<file path="src/hw/rtl/tpt_ram.sv">
module tpt_ram #(
    parameter int WIDTH = 8,
    parameter int DEPTH = 16
) (
    input  logic                     i_clk,
    input  logic                     i_we,
    input  logic [$clog2(DEPTH)-1:0] i_waddr,
    input  logic [WIDTH-1:0]         i_wdata,
    input  logic [$clog2(DEPTH)-1:0] i_raddr,
    output logic [WIDTH-1:0]         o_rdata
);

    logic [WIDTH-1:0] mem [DEPTH];
    logic [WIDTH-1:0] r_rdata;

    always_ff @(posedge i_clk) begin
        if (i_we) begin
            mem[i_waddr] <= i_wdata;
        end
        r_rdata <= mem[i_raddr];
    end

    assign o_rdata = r_rdata;

endmodule

</file>
<file path="config.mk">
export PLATFORM = sky130hd
export DESIGN_NAME = tpt_ram
export DESIGN_NICKNAME = d
export VERILOG_FILES = /design/src/hw/rtl/tpt_ram.sv
export SDC_FILE = /design/constraint.sdc
export NUM_CORES = 1
export LEC_CHECK = 0
export BUFFER_PORTS_ARGS = -buffer_cell sky130_fd_sc_hd__buf_4
export CORE_MARGIN = 1
export CORE_UTILIZATION = 40
export CTS_CLUSTER_DIAMETER = 80
export DETAILED_ROUTE_END_ITERATION = 10
export MAX_ROUTING_LAYER = met4
export PLACE_DENSITY = 0.64
export SYNTH_ARGS = -nofsm -noshare
export SYNTH_HDL_FRONTEND = slang
export SYNTH_SLANG_ARGS = --single-unit
</file>
<file path="constraint.sdc">
create_clock -name i_clk -period 2 [get_ports i_clk]
set_input_delay 0.4 -clock i_clk [delete_from_list [all_inputs] [get_ports i_clk]]
set_output_delay 0.4 -clock i_clk [all_outputs]
set_load 0.1 [all_outputs]
</file>
# Word-level counts from Yosys, hierarchy flattened
# Memories as Yosys holds them, arrays and structs flattened. A register that Yosys moved wholly into a read port is not among the register bits.
# Index checks and enable logic that the tools add are counted.
[op_classes]
muxes = 2
[ops]
columns = ["op", "n"]
rows = [
  ["2-to-1 mux 1 bit", 2],
]
[word_totals]
in_bits = 18
memories = 1
out_inout_bits = 8
word_cells = 3
reg_bits = 0
ramBits = 128
[mem_list]
columns = ["memory", "depth", "word_bits", "rd", "rd_clocked_by_memory_dff", "wr", "line", "text"]
rows = [
  ["mem", 16, 8, 1, 1, 1, "13", "logic [WIDTH-1:0] mem [DEPTH];"],
]

# Logic depth before layout (Yosys ltp)
[depth]
ltp_word = 2
ltp_mapped = 5
mapped_depth_nobuf = 3

# Worst setup path after synthesis
# OpenSTA, ideal clock, no wires.
[synth_timing]
path_kind = "input -> register"
from = "in i_waddr[2]"
to = "mem mem[0][0], enable pin"
arrival_time_ns = 1.510
path_buffers = 0
t_required_ns = 1.617
slack_ns = 0.107
stages = 2
setup_ns = 0.383
cell_sequence = "or3b_2 > nor3_1"
[synth_rtl]
columns = ["element", "line", "text"]
rows = [
  ["start: declaration", "7", "input logic [$clog2(DEPTH)-1:0] i_waddr,"],
  ["end: declaration", "13", ""],
]
# Straight into the memory's write port.

# Worst setup path in the final report
[layout_timing]
from = "reg r_rdata[6] (netlist: o_rdata[6]) (read register of mem)"
to = "out o_rdata[6]"
[layout_rtl]
columns = ["element", "line", "text"]
rows = [
  ["start: declaration", "14", "logic [WIDTH-1:0] r_rdata;"],
  ["end: declaration", "10", "output logic [WIDTH-1:0] o_rdata"],
]
# No word-level cell between the ends.

==> impl_metrics.toml <==
[worst_setup_path]
r2r_cells = 3
crit_chain = "buf_4"
crit_cells = 1
cp-start-kind = "flip-flop"
worstPathBufferInverterCount = 1
path_delay_family = "flip-flops"
critical_path_arrival_ps = 1050
r2r_slack_ps = 610
required_ps = 1600
critPathSlowestCell = "dfxtp_1"
end_kind = "output port"
cp_slowest_stage_delay_ps = 350
critical_path_class = "flip-flop to output port"
r2r-end = "o_rdata[4]$_DFF_P_"
critical_path.reg2reg.startpoint = "mem[10][4]$_DFFE_PP_"
crit_fanout = 1

[final_layout]
fin_area_um2 = 6245
mostFrequentLayoutCell = "edfxtp_1"
drive_gt1_share_pct = 31.10
syn_to_final_growth_pct = 21.32
nNetsFinal = 304
antenna_cells = 0
layout_common_cells = "edfxtp_1 (128), buf_4 (45), mux4_2 (18)"

[placed_design]
portBuffers = 25
dpl_cell_area_um2 = 5674
hpwlAfterDp_mm = 6.102
gp_congestion = 0.7125

[floorplan]
die_h_um = 115.4
io_pins = 26
dieArea_um2 = 13330
start_util_pct = 40.96
fp.coreArea_um2 = 12570
die_x_um = 115.4
rows = 41

[power_and_ir_drop]
switchingPower_mw = 1.401
ir_worst_vdd_uv = 510.3
pwr-share-comb_pct = 6.8
power_leakage_nw = 2.128
power_density_nw_per_um2 = 1070
seqPwrFrac_pct = 48.0
p_int_mw = 5.282
pwr-share-clk_pct = 45.2
finalPower_mw = 6.683
p_sw_share_pct = 20.97

[global_routing]
grt_max_degree = 20
grt_pass1_vias = 2579
grtUsageTotal_pct = 16.78
grt.overflow.total = 0
antenna_found_initial = 0
grt_pass1_wl_mm = 14.90

[sta]
hold_viol_final = 0
drv_slew = 0
fin_tns_setup_ps = 0
fmax_mhz = 688.1
setup_viol = 0
finClkSkew_ps = 5.015
tightest_slew_ps = 395.5
post-route-period-util_pct = 72.66
whs_ps = 296.1
rsz0062_at_grt = "no"
fin_crit_ps = 1453
maxSlewHeadroom_pct = 73.63

[synthesis]
ys_ff_latch = 136
synth.distinct_cells = 19
ys.warnings.count = 0
avgSynthCellArea_um2 = 22.48
synth_top_area_cell = "edfxtp_1"
ys_seq_area_share_pct = 77.78
syn_area_um2 = 5147
synth_top_area_share_pct = 74.67
mappedNetlistNets = 247
synth_area_leaders = "edfxtp_1 (75%), mux4_2 (7.9%), mux4_1 (7.1%)"
syn_inst = 229

[job]
maxCapViolCount = 0

[clock_tree]
htreeDepth = 4
cts_setup_buffers = 0
cts_tree = "yes"
holdBufCountCts = 0
numCtsBuffers = 17
cts_sinks = 136
clk_latency_ps = 410
path_clk_slew_ps = 50
clockBufferDepth = 2
cts-root-buf = "clkbuf_16"
cts.repair.resized = 0

[routing]
wire_per_inst_um = 20.21
vias = 2461
drc = 0
wl_mm = 9.517
viasPerCell = 5.225
drt_iter0_markers = 223
ant_nets = 0
drtPass1Iterations = 4

[min_path]
worstHoldPathType = "input pin to flip-flop"
min_from = "i_wdata[3]"
min_to = "mem[6][3]$_DFFE_PP_"
min_delay_path_depth = 1

[outcome]
outcome = "finished, final reports clean"
[cell type report]
type                    instances  area [µm²]
fillers                      1004        6324
flip-flops and latches        136        4004
multi-input cells              83        1057
clock buffers                  21       440.4
repair buffers                 48       397.9
well taps                     172       215.2
clock inverters                11       130.1
[per-layer routing]
metal	track usage, %	up-vias	wire [µm]
met1	21.08	1298	4096
met3	3.818	15	360
li1	-	1082	-
met2	26.43	66	4912
met5	-	-	0
met4	7.013	0	148
[power groups by stage]
stage | combinational [mW] | sequential, mW | clock [mW]
final | 0.457 | 3.21 | 3.02
after global routing | 0.486 | 3.21 | 3.18
after CTS | 0.463 | 3.21 | 3.04
after detailed placement | 0.461 | 3.26 | 0
after global placement | 0.456 | 3.26 | 0
after floorplan | 0.162 | 3.40 | 0
[stage by stage]
stage | utilization (%) | std cells | setup slack, ps
6_report | 49.69 | 471 | 546.8
5_1_grt | 49.69 | 471 | 491.6
4_1_cts | 49.69 | 471 | 511.5
3_5_place_dp | 45.15 | 439 | 129.1
3_3_place_gp | 45.15 | 439 | 113.2
2_1_floorplan | - | 229 | 107.1
[synth_stat cells, drive strengths merged]
cell           instances
edfxtp               128
mux4                  32
a22oi                 16
nor2                  13
nand2                  9
dfxtp                  8
buf                    7
nor3                   4
clkdlybuf4s25          3
nand2b                 2
nand3b                 2
and2                   1
and2b                  1
nand3                  1
nor2b                  1
or3b                   1
[worst max path at each step]
stage / start / to / slack (ps)
finish: o_rdata[6]$_DFF_P_ / o_rdata[6] / 550
global route: i_raddr[0] / o_rdata[0]$_DFF_P_ / 490
CTS: o_rdata[6]$_DFF_P_ / o_rdata[6] / 510
detailed placement: i_raddr[0] / o_rdata[1]$_DFF_P_ / 130
global placement: i_raddr[0] / o_rdata[1]$_DFF_P_ / 110
floorplan: i_waddr[2] / mem[0][0]$_DFFE_PP_ / 110
[cells by family (layout without fill, tap and decap cells)]
kind of cell / after synthesis / after routing / synth area share (%)
simple gates: 35 / 35 / 3.184
flops: 136 / 136 / 77.78
buf+inv: 10 / 80 / 1.677
compound gates: 16 / 16 / 2.334
mux: 32 / 32 / 15.02
[sequential cells by signal, summed over array words and instances (netlist names)]
signal	flops
o_rdata	8
mem	128
No activity file was read; power rests on OpenSTA's default activity.
