### src/hw/rtl/tpt_pkg.sv
package tpt_pkg;

    localparam int NODES    = 1024;
    localparam int ALPHABET = 26;

    localparam int IDX_W    = $clog2(NODES);
    localparam int FREE_W   = $clog2(NODES + 1);
    localparam int SLOT_W   = $clog2(ALPHABET);
    localparam int ROW_W    = ALPHABET * IDX_W;
    localparam int FUNC_W   = 2;
    localparam int LETTER_W = 5;

    localparam logic [FUNC_W-1:0] FUNC_INSERT = 2'd0;
    localparam logic [FUNC_W-1:0] FUNC_SEARCH = 2'd1;
    localparam logic [FUNC_W-1:0] FUNC_PREFIX = 2'd2;

    typedef logic [ALPHABET-1:0][IDX_W-1:0] t_row;

    typedef struct packed {
        logic [FUNC_W-1:0]   func;
        logic [LETTER_W-1:0] letter;
        logic                last;
    } t_in;

    typedef struct packed {
        logic found;
        logic pool_full;
    } t_out;

    typedef enum logic [1:0] {
        ST_CLEAR,
        ST_IDLE,
        ST_WALK,
        ST_MARK
    } t_state;

endpackage

### src/hw/rtl/tpt_ctrl.sv
module tpt_ctrl
    import tpt_pkg::*;
(
    input  logic             i_clk,
    input  logic             i_rst_n,
    input  logic             start,
    output logic             busy,
    input  t_in              i_item,
    output logic             o_done,
    output t_out             o_result,
    output logic             o_row_we,
    output logic [IDX_W-1:0] o_row_waddr,
    output t_row             o_row_wdata,
    output logic [IDX_W-1:0] o_row_raddr,
    input  t_row             i_row_rdata,
    output logic             o_mark_we,
    output logic [IDX_W-1:0] o_mark_waddr,
    output logic             o_mark_wdata,
    output logic [IDX_W-1:0] o_mark_raddr,
    input  logic             i_mark_rdata
);

    t_state              r_state, n_state;
    logic [IDX_W-1:0]    r_clr_addr, n_clr_addr;
    logic [FREE_W-1:0]   r_free, n_free;
    logic [IDX_W-1:0]    r_cursor, n_cursor;
    logic                r_broken, n_broken;
    logic                r_ovf, n_ovf;
    t_in                 r_in, n_in;
    logic                r_ok, n_ok;
    logic                r_full, n_full;
    logic                r_done, n_done;
    t_out                r_result, n_result;

    logic                accept;
    logic                letter_ok;
    logic [IDX_W-1:0]    child;
    logic [SLOT_W-1:0]   slot;
    logic                ok;
    t_row                row_new;

    assign accept    = start && (r_state == ST_IDLE);
    assign letter_ok = int'(r_in.letter) < ALPHABET;
    assign slot      = SLOT_W'(r_in.letter);
    assign child     = i_row_rdata[slot];

    // next state
    always_comb begin
        n_state = r_state;
        case (r_state)
            ST_CLEAR: begin
                if (r_clr_addr == IDX_W'(NODES - 1)) begin
                    n_state = ST_IDLE;
                end
            end
            ST_IDLE: begin
                if (start) begin
                    n_state = ST_WALK;
                end
            end
            ST_WALK: begin
                if (r_in.last && r_in.func == FUNC_SEARCH) begin
                    n_state = ST_MARK;
                end else begin
                    n_state = ST_IDLE;
                end
            end
            ST_MARK: begin
                n_state = ST_IDLE;
            end
            default: begin
                n_state = ST_CLEAR;
            end
        endcase
    end

    // datapath and outputs
    always_comb begin
        n_clr_addr   = r_clr_addr;
        n_free       = r_free;
        n_cursor     = r_cursor;
        n_broken     = r_broken;
        n_ovf        = r_ovf;
        n_in         = r_in;
        n_ok         = r_ok;
        n_full       = r_full;
        n_done       = 1'b0;
        n_result     = r_result;
        ok           = 1'b0;
        row_new      = i_row_rdata;
        o_row_we     = 1'b0;
        o_row_waddr  = r_cursor;
        o_row_wdata  = i_row_rdata;
        o_mark_we    = 1'b0;
        o_mark_waddr = r_cursor;
        o_mark_wdata = 1'b0;
        o_mark_raddr = r_cursor;

        case (r_state)
            ST_CLEAR: begin
                o_row_we     = 1'b1;
                o_row_waddr  = r_clr_addr;
                o_row_wdata  = '0;
                o_mark_we    = 1'b1;
                o_mark_waddr = r_clr_addr;
                o_mark_wdata = 1'b0;
                n_clr_addr   = r_clr_addr + 1'b1;
            end
            ST_IDLE: begin
                if (accept) begin
                    n_in = i_item;
                end
            end
            ST_WALK: begin
                if (!letter_ok) begin
                    n_broken = 1'b1;
                end else if (!(r_broken || r_ovf ||
                        !(r_in.func == FUNC_INSERT || r_in.func == FUNC_SEARCH ||
                          r_in.func == FUNC_PREFIX))) begin
                    if (r_in.func == FUNC_INSERT) begin
                        if (child == '0) begin
                            if (r_free == FREE_W'(NODES)) begin
                                n_ovf = 1'b1;
                            end else begin
                                row_new[slot] = r_free[IDX_W-1:0];
                                o_row_we      = 1'b1;
                                o_row_wdata   = row_new;
                                n_cursor      = r_free[IDX_W-1:0];
                                n_free        = r_free + 1'b1;
                            end
                        end else begin
                            n_cursor = child;
                        end
                    end else begin
                        if (child == '0) begin
                            n_broken = 1'b1;
                        end else begin
                            n_cursor = child;
                        end
                    end
                end

                o_mark_raddr = n_cursor;
                o_mark_waddr = n_cursor;
                if (r_in.last) begin
                    ok     = !n_broken && !n_ovf;
                    n_ok   = ok;
                    n_full = n_ovf;
                    case (r_in.func)
                        FUNC_INSERT: begin
                            o_mark_we       = ok;
                            o_mark_wdata    = 1'b1;
                            n_done          = 1'b1;
                            n_result.found  = ok;
                        end
                        FUNC_SEARCH: begin
                            n_done          = 1'b0;
                        end
                        FUNC_PREFIX: begin
                            n_done          = 1'b1;
                            n_result.found  = ok;
                        end
                        default: begin
                            n_done          = 1'b1;
                            n_result.found  = 1'b0;
                        end
                    endcase
                    n_result.pool_full = n_ovf;
                    n_cursor = '0;
                    n_broken = 1'b0;
                    n_ovf    = 1'b0;
                end
            end
            ST_MARK: begin
                n_done             = 1'b1;
                n_result.found     = r_ok && i_mark_rdata;
                n_result.pool_full = r_full;
            end
            default: begin
            end
        endcase
    end

    always_ff @(posedge i_clk) begin
        if (!i_rst_n) begin
            r_state    <= ST_CLEAR;
            r_clr_addr <= '0;
            r_free     <= FREE_W'(1);
            r_cursor   <= '0;
            r_broken   <= 1'b0;
            r_ovf      <= 1'b0;
            r_done     <= 1'b0;
        end else begin
            r_state    <= n_state;
            r_clr_addr <= n_clr_addr;
            r_free     <= n_free;
            r_cursor   <= n_cursor;
            r_broken   <= n_broken;
            r_ovf      <= n_ovf;
            r_done     <= n_done;
        end
    end

    always_ff @(posedge i_clk) begin
        r_in     <= n_in;
        r_ok     <= n_ok;
        r_full   <= n_full;
        r_result <= n_result;
    end

    assign busy        = (r_state != ST_IDLE);
    assign o_done      = r_done;
    assign o_result    = r_result;
    assign o_row_raddr = r_cursor;

endmodule

### config.mk
export PLATFORM = sky130hd
export DESIGN_NAME = tpt_ctrl
export DESIGN_NICKNAME = d
export VERILOG_FILES = /design/src/hw/rtl/tpt_pkg.sv /design/src/hw/rtl/tpt_ctrl.sv
export SDC_FILE = /design/constraint.sdc
export NUM_CORES = 1
export LEC_CHECK = 0
export BUFFER_PORTS_ARGS = -buffer_cell sky130_fd_sc_hd__buf_4
export CAP_MARGIN = 5
export CORE_AREA = 2 2 227 229
export DETAILED_ROUTE_END_ITERATION = 10
export DIE_AREA = 0 0 229 231
export SLEW_MARGIN = 15
export SYNTH_ARGS = -nofsm -noshare
export SYNTH_HDL_FRONTEND = slang
export SYNTH_SLANG_ARGS = --single-unit
### constraint.sdc
create_clock -name i_clk -period 4.1 [get_ports i_clk]
set_clock_uncertainty 0.05 [all_clocks]
set_input_delay 0 -clock i_clk [delete_from_list [all_inputs] [get_ports i_clk]]
set_output_delay 0 -clock i_clk [all_outputs]
set_load 0.01 [all_outputs]
# Word level (Yosys, flattened, before mapping)
# Cells that the tools add are included.
# Widths: inputs -> output; s select.
word_totals:
  register_bits: 48
  latchBits: 0
  ram_bits: 0
  rom_bits: 0
  input_bits: 272
  word_cells: 112
  n_memories: 0
classes:
  n_addsub: 2
  n_mul: 0
  div_mod_pow: 0
  n_lt_le_gt_ge: 3
  eq_ne: 12
  shifts: 0
  mux: 56
  bitwise_logic: 2
  reduce_logical: 23
ops:
  columns: ["operator", "n"]
  rows:
  - ["$mux 260", 5]
  - ["$pmux 260 s2", 1]
  - ["$bwmux 260", 1]
  - ["$mux 10", 11]
  - ["$bmux 10 s5", 1]
  - ["$demux 10 s5", 1]
  - ["$mux 1", 25]
  - ["$pmux 10 s2", 1]
  - ["$add 11x1->11 const B", 1]
  - ["$eq 11x11->1 const B", 1]
  - ["$add 10x1->10 const B", 1]
  - ["$eq 10x10->1 const B", 1]
  - ["$logic_not 10->1", 1]
  - ["$mux 2", 4]
  - ["$ne 2x2->1 const B", 4]
  - ["$pmux 1 s2", 4]
  - ["$pmux 2 s4", 1]
  - ["$reduce_and 2->1", 4]
  - ["$eq 2x2->1 const B", 3]
  - ["$lt 5x6->1 const B", 1]
  - ["$reduce_and 6->1", 1]
  - ["$ge 5x1->1 const B", 1]
  - ["$logic_and 1x1->1", 5]
  - ["$lt 5x5->1 const B", 1]
  - ["10 further kinds", 18]

# Longest topological paths before layout
logic_depth:
  word_depth: 13
  mapped_depth: 14
  ltp_nobuf: 9

# Least setup slack after synthesis
# OpenSTA, ideal clock, no wires.
synth_path:
  kind: "reg2out"
  startpoint: "reg r_in, in the netlist slot[1]"
  endpoint: "out o_row_wdata[100] (netlist name)"
  arrival_ps: 2972
  path_slack_ps: 1078
  path_stages_with_launch: 12
  cell_sequence: "edfxtp_1 > clkbuf_1 > buf_1 > mux4_2 > a222oi_1 > and4_1 > and4_1 > and3_4 > buf_6 > nand3_1 > clkbuf_1 > o21ai_0"
synth_lines:
  columns: ["element", "line", "source"]
  rows:
  - ["from (decl)", "tpt_ctrl.sv:29", "t_in r_in, n_in;"]
  - ["from (signal assigned)", "tpt_ctrl.sv:205", "r_in <= n_in;"]
  - ["to (decl)", "tpt_ctrl.sv:13", "output t_row o_row_wdata,"]

==> run metrics <==
Hold WS=71.1 ps; maximum clock frequency=0.252 GHz; synthesized netlist cell count=1269; net switching component of the power=0.398 mW; EDFF count, synth=12; aggregate global-route resource usage=25.7%; Mapped Area=0.00812 sq mm; routed via count=13000; largest cells by area after synthesis=sky130_fd_sc_hd__o21ai_0 17%, sky130_fd_sc_hd__nand2_1 15%, sky130_fd_sc_hd__mux2i_1 9.1%; area post-placement=0.0135 sq mm; wire length of the first global-routing pass=97600 um; RR Endpoint=o_row_raddr[2]; effective utilization at floorplan=16.0%; Port Buffer Count=578; reg-to-reg setup timing slack=560 ps; result of the run=finished, final reports clean; path type of the worst setup path=reg2out; Longest Clk Path Bufs=2; sequential cell area fraction in the yosys report=13.3%; Post-synth ARST share=0%; deepest level of the CTS H-tree=2; initial drt markers=1392; most used flip-flop cell after synthesis=sky130_fd_sc_hd__dfxtp_1; transition at the pin with the smallest max-transition slack=871 ps; max_cap viols=0; sort of element at the end of the critical path=output pin; Worst Reg2Reg Path Length in Cells=10; total setup violations reported at the end of the flow=0; most used standard cell by instance count after synthesis=sky130_fd_sc_hd__nand2_1; Synth top area share=17.4%; fin crit share=96.8%; most common library cells after synthesis=326 x sky130_fd_sc_hd__nand2_1, 282 x sky130_fd_sc_hd__o21ai_0, 79 x sky130_fd_sc_hd__clkbuf_1; root buffer selected by CTS=sky130_fd_sc_hd__clkbuf_16; largest area contributor in the synthesized netlist=sky130_fd_sc_hd__o21ai_0; proportion of power drawn by the clock network=30.3%; Final Critical Period=3970 ps; worst slew margin relative to its limit=41.6%; unrepaired setup endpoints after global routing=true; Non-Filler Instances=2517; largest net degree at the start of global routing=80; startpoint of the lowest-slack register-to-register path=slot[0]; Ports=579; required time reported for the critical path endpoint=4050 ps; via count of the first global-routing pass=12400; HPWL after DPL=59800 um; total of warnings raised by yosys=0; distinct cell type count after synthesis=67; Internal Power=0.954 mW; die height=231 um; final core occ=27.8%; average cell area after synthesis=6.40 sq um; Critical Path AT=3920 ps; drt drc=0; TritonCTS clock tree=built; count of antenna-violating nets left after detailed routing=0; switching share of power=29.4%; layout cell share with drive strength beyond 1=41.1%; Placement Rows=83; final routed wire length divided by cell count=29.5 um; number of nets produced by synthesis=1549; Inst Count DP=2479; initial antenna violation count=4; global route total overflow=0; Area Growth Syn to Fin=73.9%; worst skew pair latency=290 ps; final total power=1.35 mW; Final GP Congestion=1.00; Finished Cell Area=0.0141 sq mm; pins over their slew limit=0; overall routed net length=74100 um; endpoints failing hold=0; power density over the cells=95.8 mW/mm^2; part of the total power dissipated in sequential elements=36.2%; number of clock buffers inserted by TritonCTS=5; worst IR drop on VDD=124 uV; floorplan core area=0.0507 sq mm; combinational cell fraction of total power=33.4%; number of clock sinks=48; routed vias/inst=5.15; clock input transition at the sequential cells of the worst setup and hold paths=70 ps; biggest fanout along the worst timing path=9; Final #Nets=2115; kind of start point of the critical path=flop; width of the die=229 um; class of the most critical hold timing path=in2reg; capture point of the critical path=o_row_wdata[130]; number of synthesized register bits=48; Leakage=5.99 nW; Die ar.=0.0529 sq mm; source of the critical timing path=slot[0]; TritonRoute pass-1 iters=6
==> what timing repair did <==
| action | in CTS | in global routing |
|---|---|---|
| setup buffers | 2 | 10 |
| gates resized for setup | 23 | 33 |
| hold endpoints to repair | 10 | 0 |
| setup endpoints to repair | 262 | 63 |
| pin swaps | 2 | 4 |
| cloned | 2 | 6 |
| hold buffers | 10 | 0 |
==> worst max-delay path, stage by stage (launching register included) <==
cell and delay [ps]:
sky130_fd_sc_hd__edfxtp_1 430, sky130_fd_sc_hd__buf_12 170, sky130_fd_sc_hd__buf_12 120, sky130_fd_sc_hd__buf_4 150
sky130_fd_sc_hd__buf_4 130, sky130_fd_sc_hd__mux4_2 450, sky130_fd_sc_hd__a22oi_1 200, sky130_fd_sc_hd__o21ai_1 120
sky130_fd_sc_hd__a211oi_2 230, sky130_fd_sc_hd__buf_4 160, sky130_fd_sc_hd__and2_1 220, sky130_fd_sc_hd__and3_2 320
sky130_fd_sc_hd__nand4_1 120, sky130_fd_sc_hd__buf_4 210, sky130_fd_sc_hd__o21ai_0 380, sky130_fd_sc_hd__buf_4 200
==> layout by cell type (no fill, tap or decap), types with 6 or more instances in the layout <==
cell and n:
sky130_fd_sc_hd__buf_4 649, sky130_fd_sc_hd__a31oi_1 9, sky130_fd_sc_hd__mux2i_1 73, sky130_fd_sc_hd__o211ai_1 10
sky130_fd_sc_hd__nor2_1 39, sky130_fd_sc_hd__a21oi_1 19, sky130_fd_sc_hd__o21ai_2 7, sky130_fd_sc_hd__mux2_2 8
sky130_fd_sc_hd__o21ai_1 70, sky130_fd_sc_hd__xor2_1 6, sky130_fd_sc_hd__inv_1 20, sky130_fd_sc_hd__nor2b_1 8
sky130_fd_sc_hd__nor3_1 7, sky130_fd_sc_hd__nand2b_1 15, sky130_fd_sc_hd__and3_1 7, sky130_fd_sc_hd__a22oi_1 31
sky130_fd_sc_hd__nand2_1 326, sky130_fd_sc_hd__mux4_2 26, sky130_fd_sc_hd__dlygate4sd3_1 10, sky130_fd_sc_hd__o31ai_1 7
sky130_fd_sc_hd__clkbuf_16 11, sky130_fd_sc_hd__and2_1 6, sky130_fd_sc_hd__o31ai_2 7, sky130_fd_sc_hd__buf_12 12
sky130_fd_sc_hd__nand4_1 10, sky130_fd_sc_hd__nand3_1 35, sky130_fd_sc_hd__ha_1 7, sky130_fd_sc_hd__dfxtp_1 36
sky130_fd_sc_hd__o21ai_0 256, sky130_fd_sc_hd__edfxtp_1 12
==> per-stage QoR <==
step           TNS, ps  setup slack (ps)
2_1_floorplan        0              1080
3_3_place_gp         0              12.5
3_5_place_dp      -139              -122
4_1_cts              0              9.34
5_1_grt           -125             -29.8
6_report             0               131
==> state kept, by name, indices dropped and copies added, names as in the netlist <==
register	count
o_row_raddr	10
o_done	1
r_ovf	1
r_free	11
r_ok	1
r_state	2
r_broken	1
slot	5
r_full	1
r_in	3
r_clr_addr	10
o_result	2
==> cells by family after synthesis <==
group	share of synthesized area, %
xor+xnor	0.971
buf+inv	7.66
mux	17.6
compound gates	31.5
fa+ha+maj	1.23
flops	13.3
simple gates	27.8
==> how the worst min path moves through the flow <==
| stage | endpoint | start | cells after the start |
|---|---|---|---|
| finish | r_state[0] | start | 4 |
| global route | r_state[1] | start | 4 |
| CTS | r_state[0] | start | 4 |
| detailed placement | r_in[6] | i_item[6] | 1 |
| global placement | r_in[6] | i_item[6] | 1 |
| floorplan | r_in[0] | i_item[0] | 0 |
==> layout make-up <==
class | count | area (sq um)
fill | 5645 | 36600
multi-input combinational | 1079 | 6560
timing repair buffer | 680 | 5400
sequential | 48 | 1080
tap | 680 | 851
clock buffer | 7 | 133
inverter | 21 | 78.8
clock inverter | 1 | 5.00
antenna | 1 | 2.50
==> routing by layer <==
layer | routed length (um) | up-vias | global-route usage (%) | share of wire, %
li1 | - | 5699 | - | -
met1 | 30700 | 6355 | 33.0 | 41
met2 | 35900 | 806 | 44.9 | 48
met3 | 5740 | 93 | 4.32 | 7.7
met4 | 1770 | 4 | 6.05 | 2.4
met5 | 58 | - | 0 | 0.078
==> power groups by stage <==
stage	registers, mW	logic [mW]	clock network [mW]
2_1_floorplan	0.499	0.0896	0
3_3_place_gp	0.500	0.444	0
3_5_place_dp	0.501	0.440	0
4_1_cts	0.490	0.451	0.415
5_1_grt	0.490	0.471	0.429
6_report	0.490	0.452	0.410
Power figures use the tool's default switching activity.
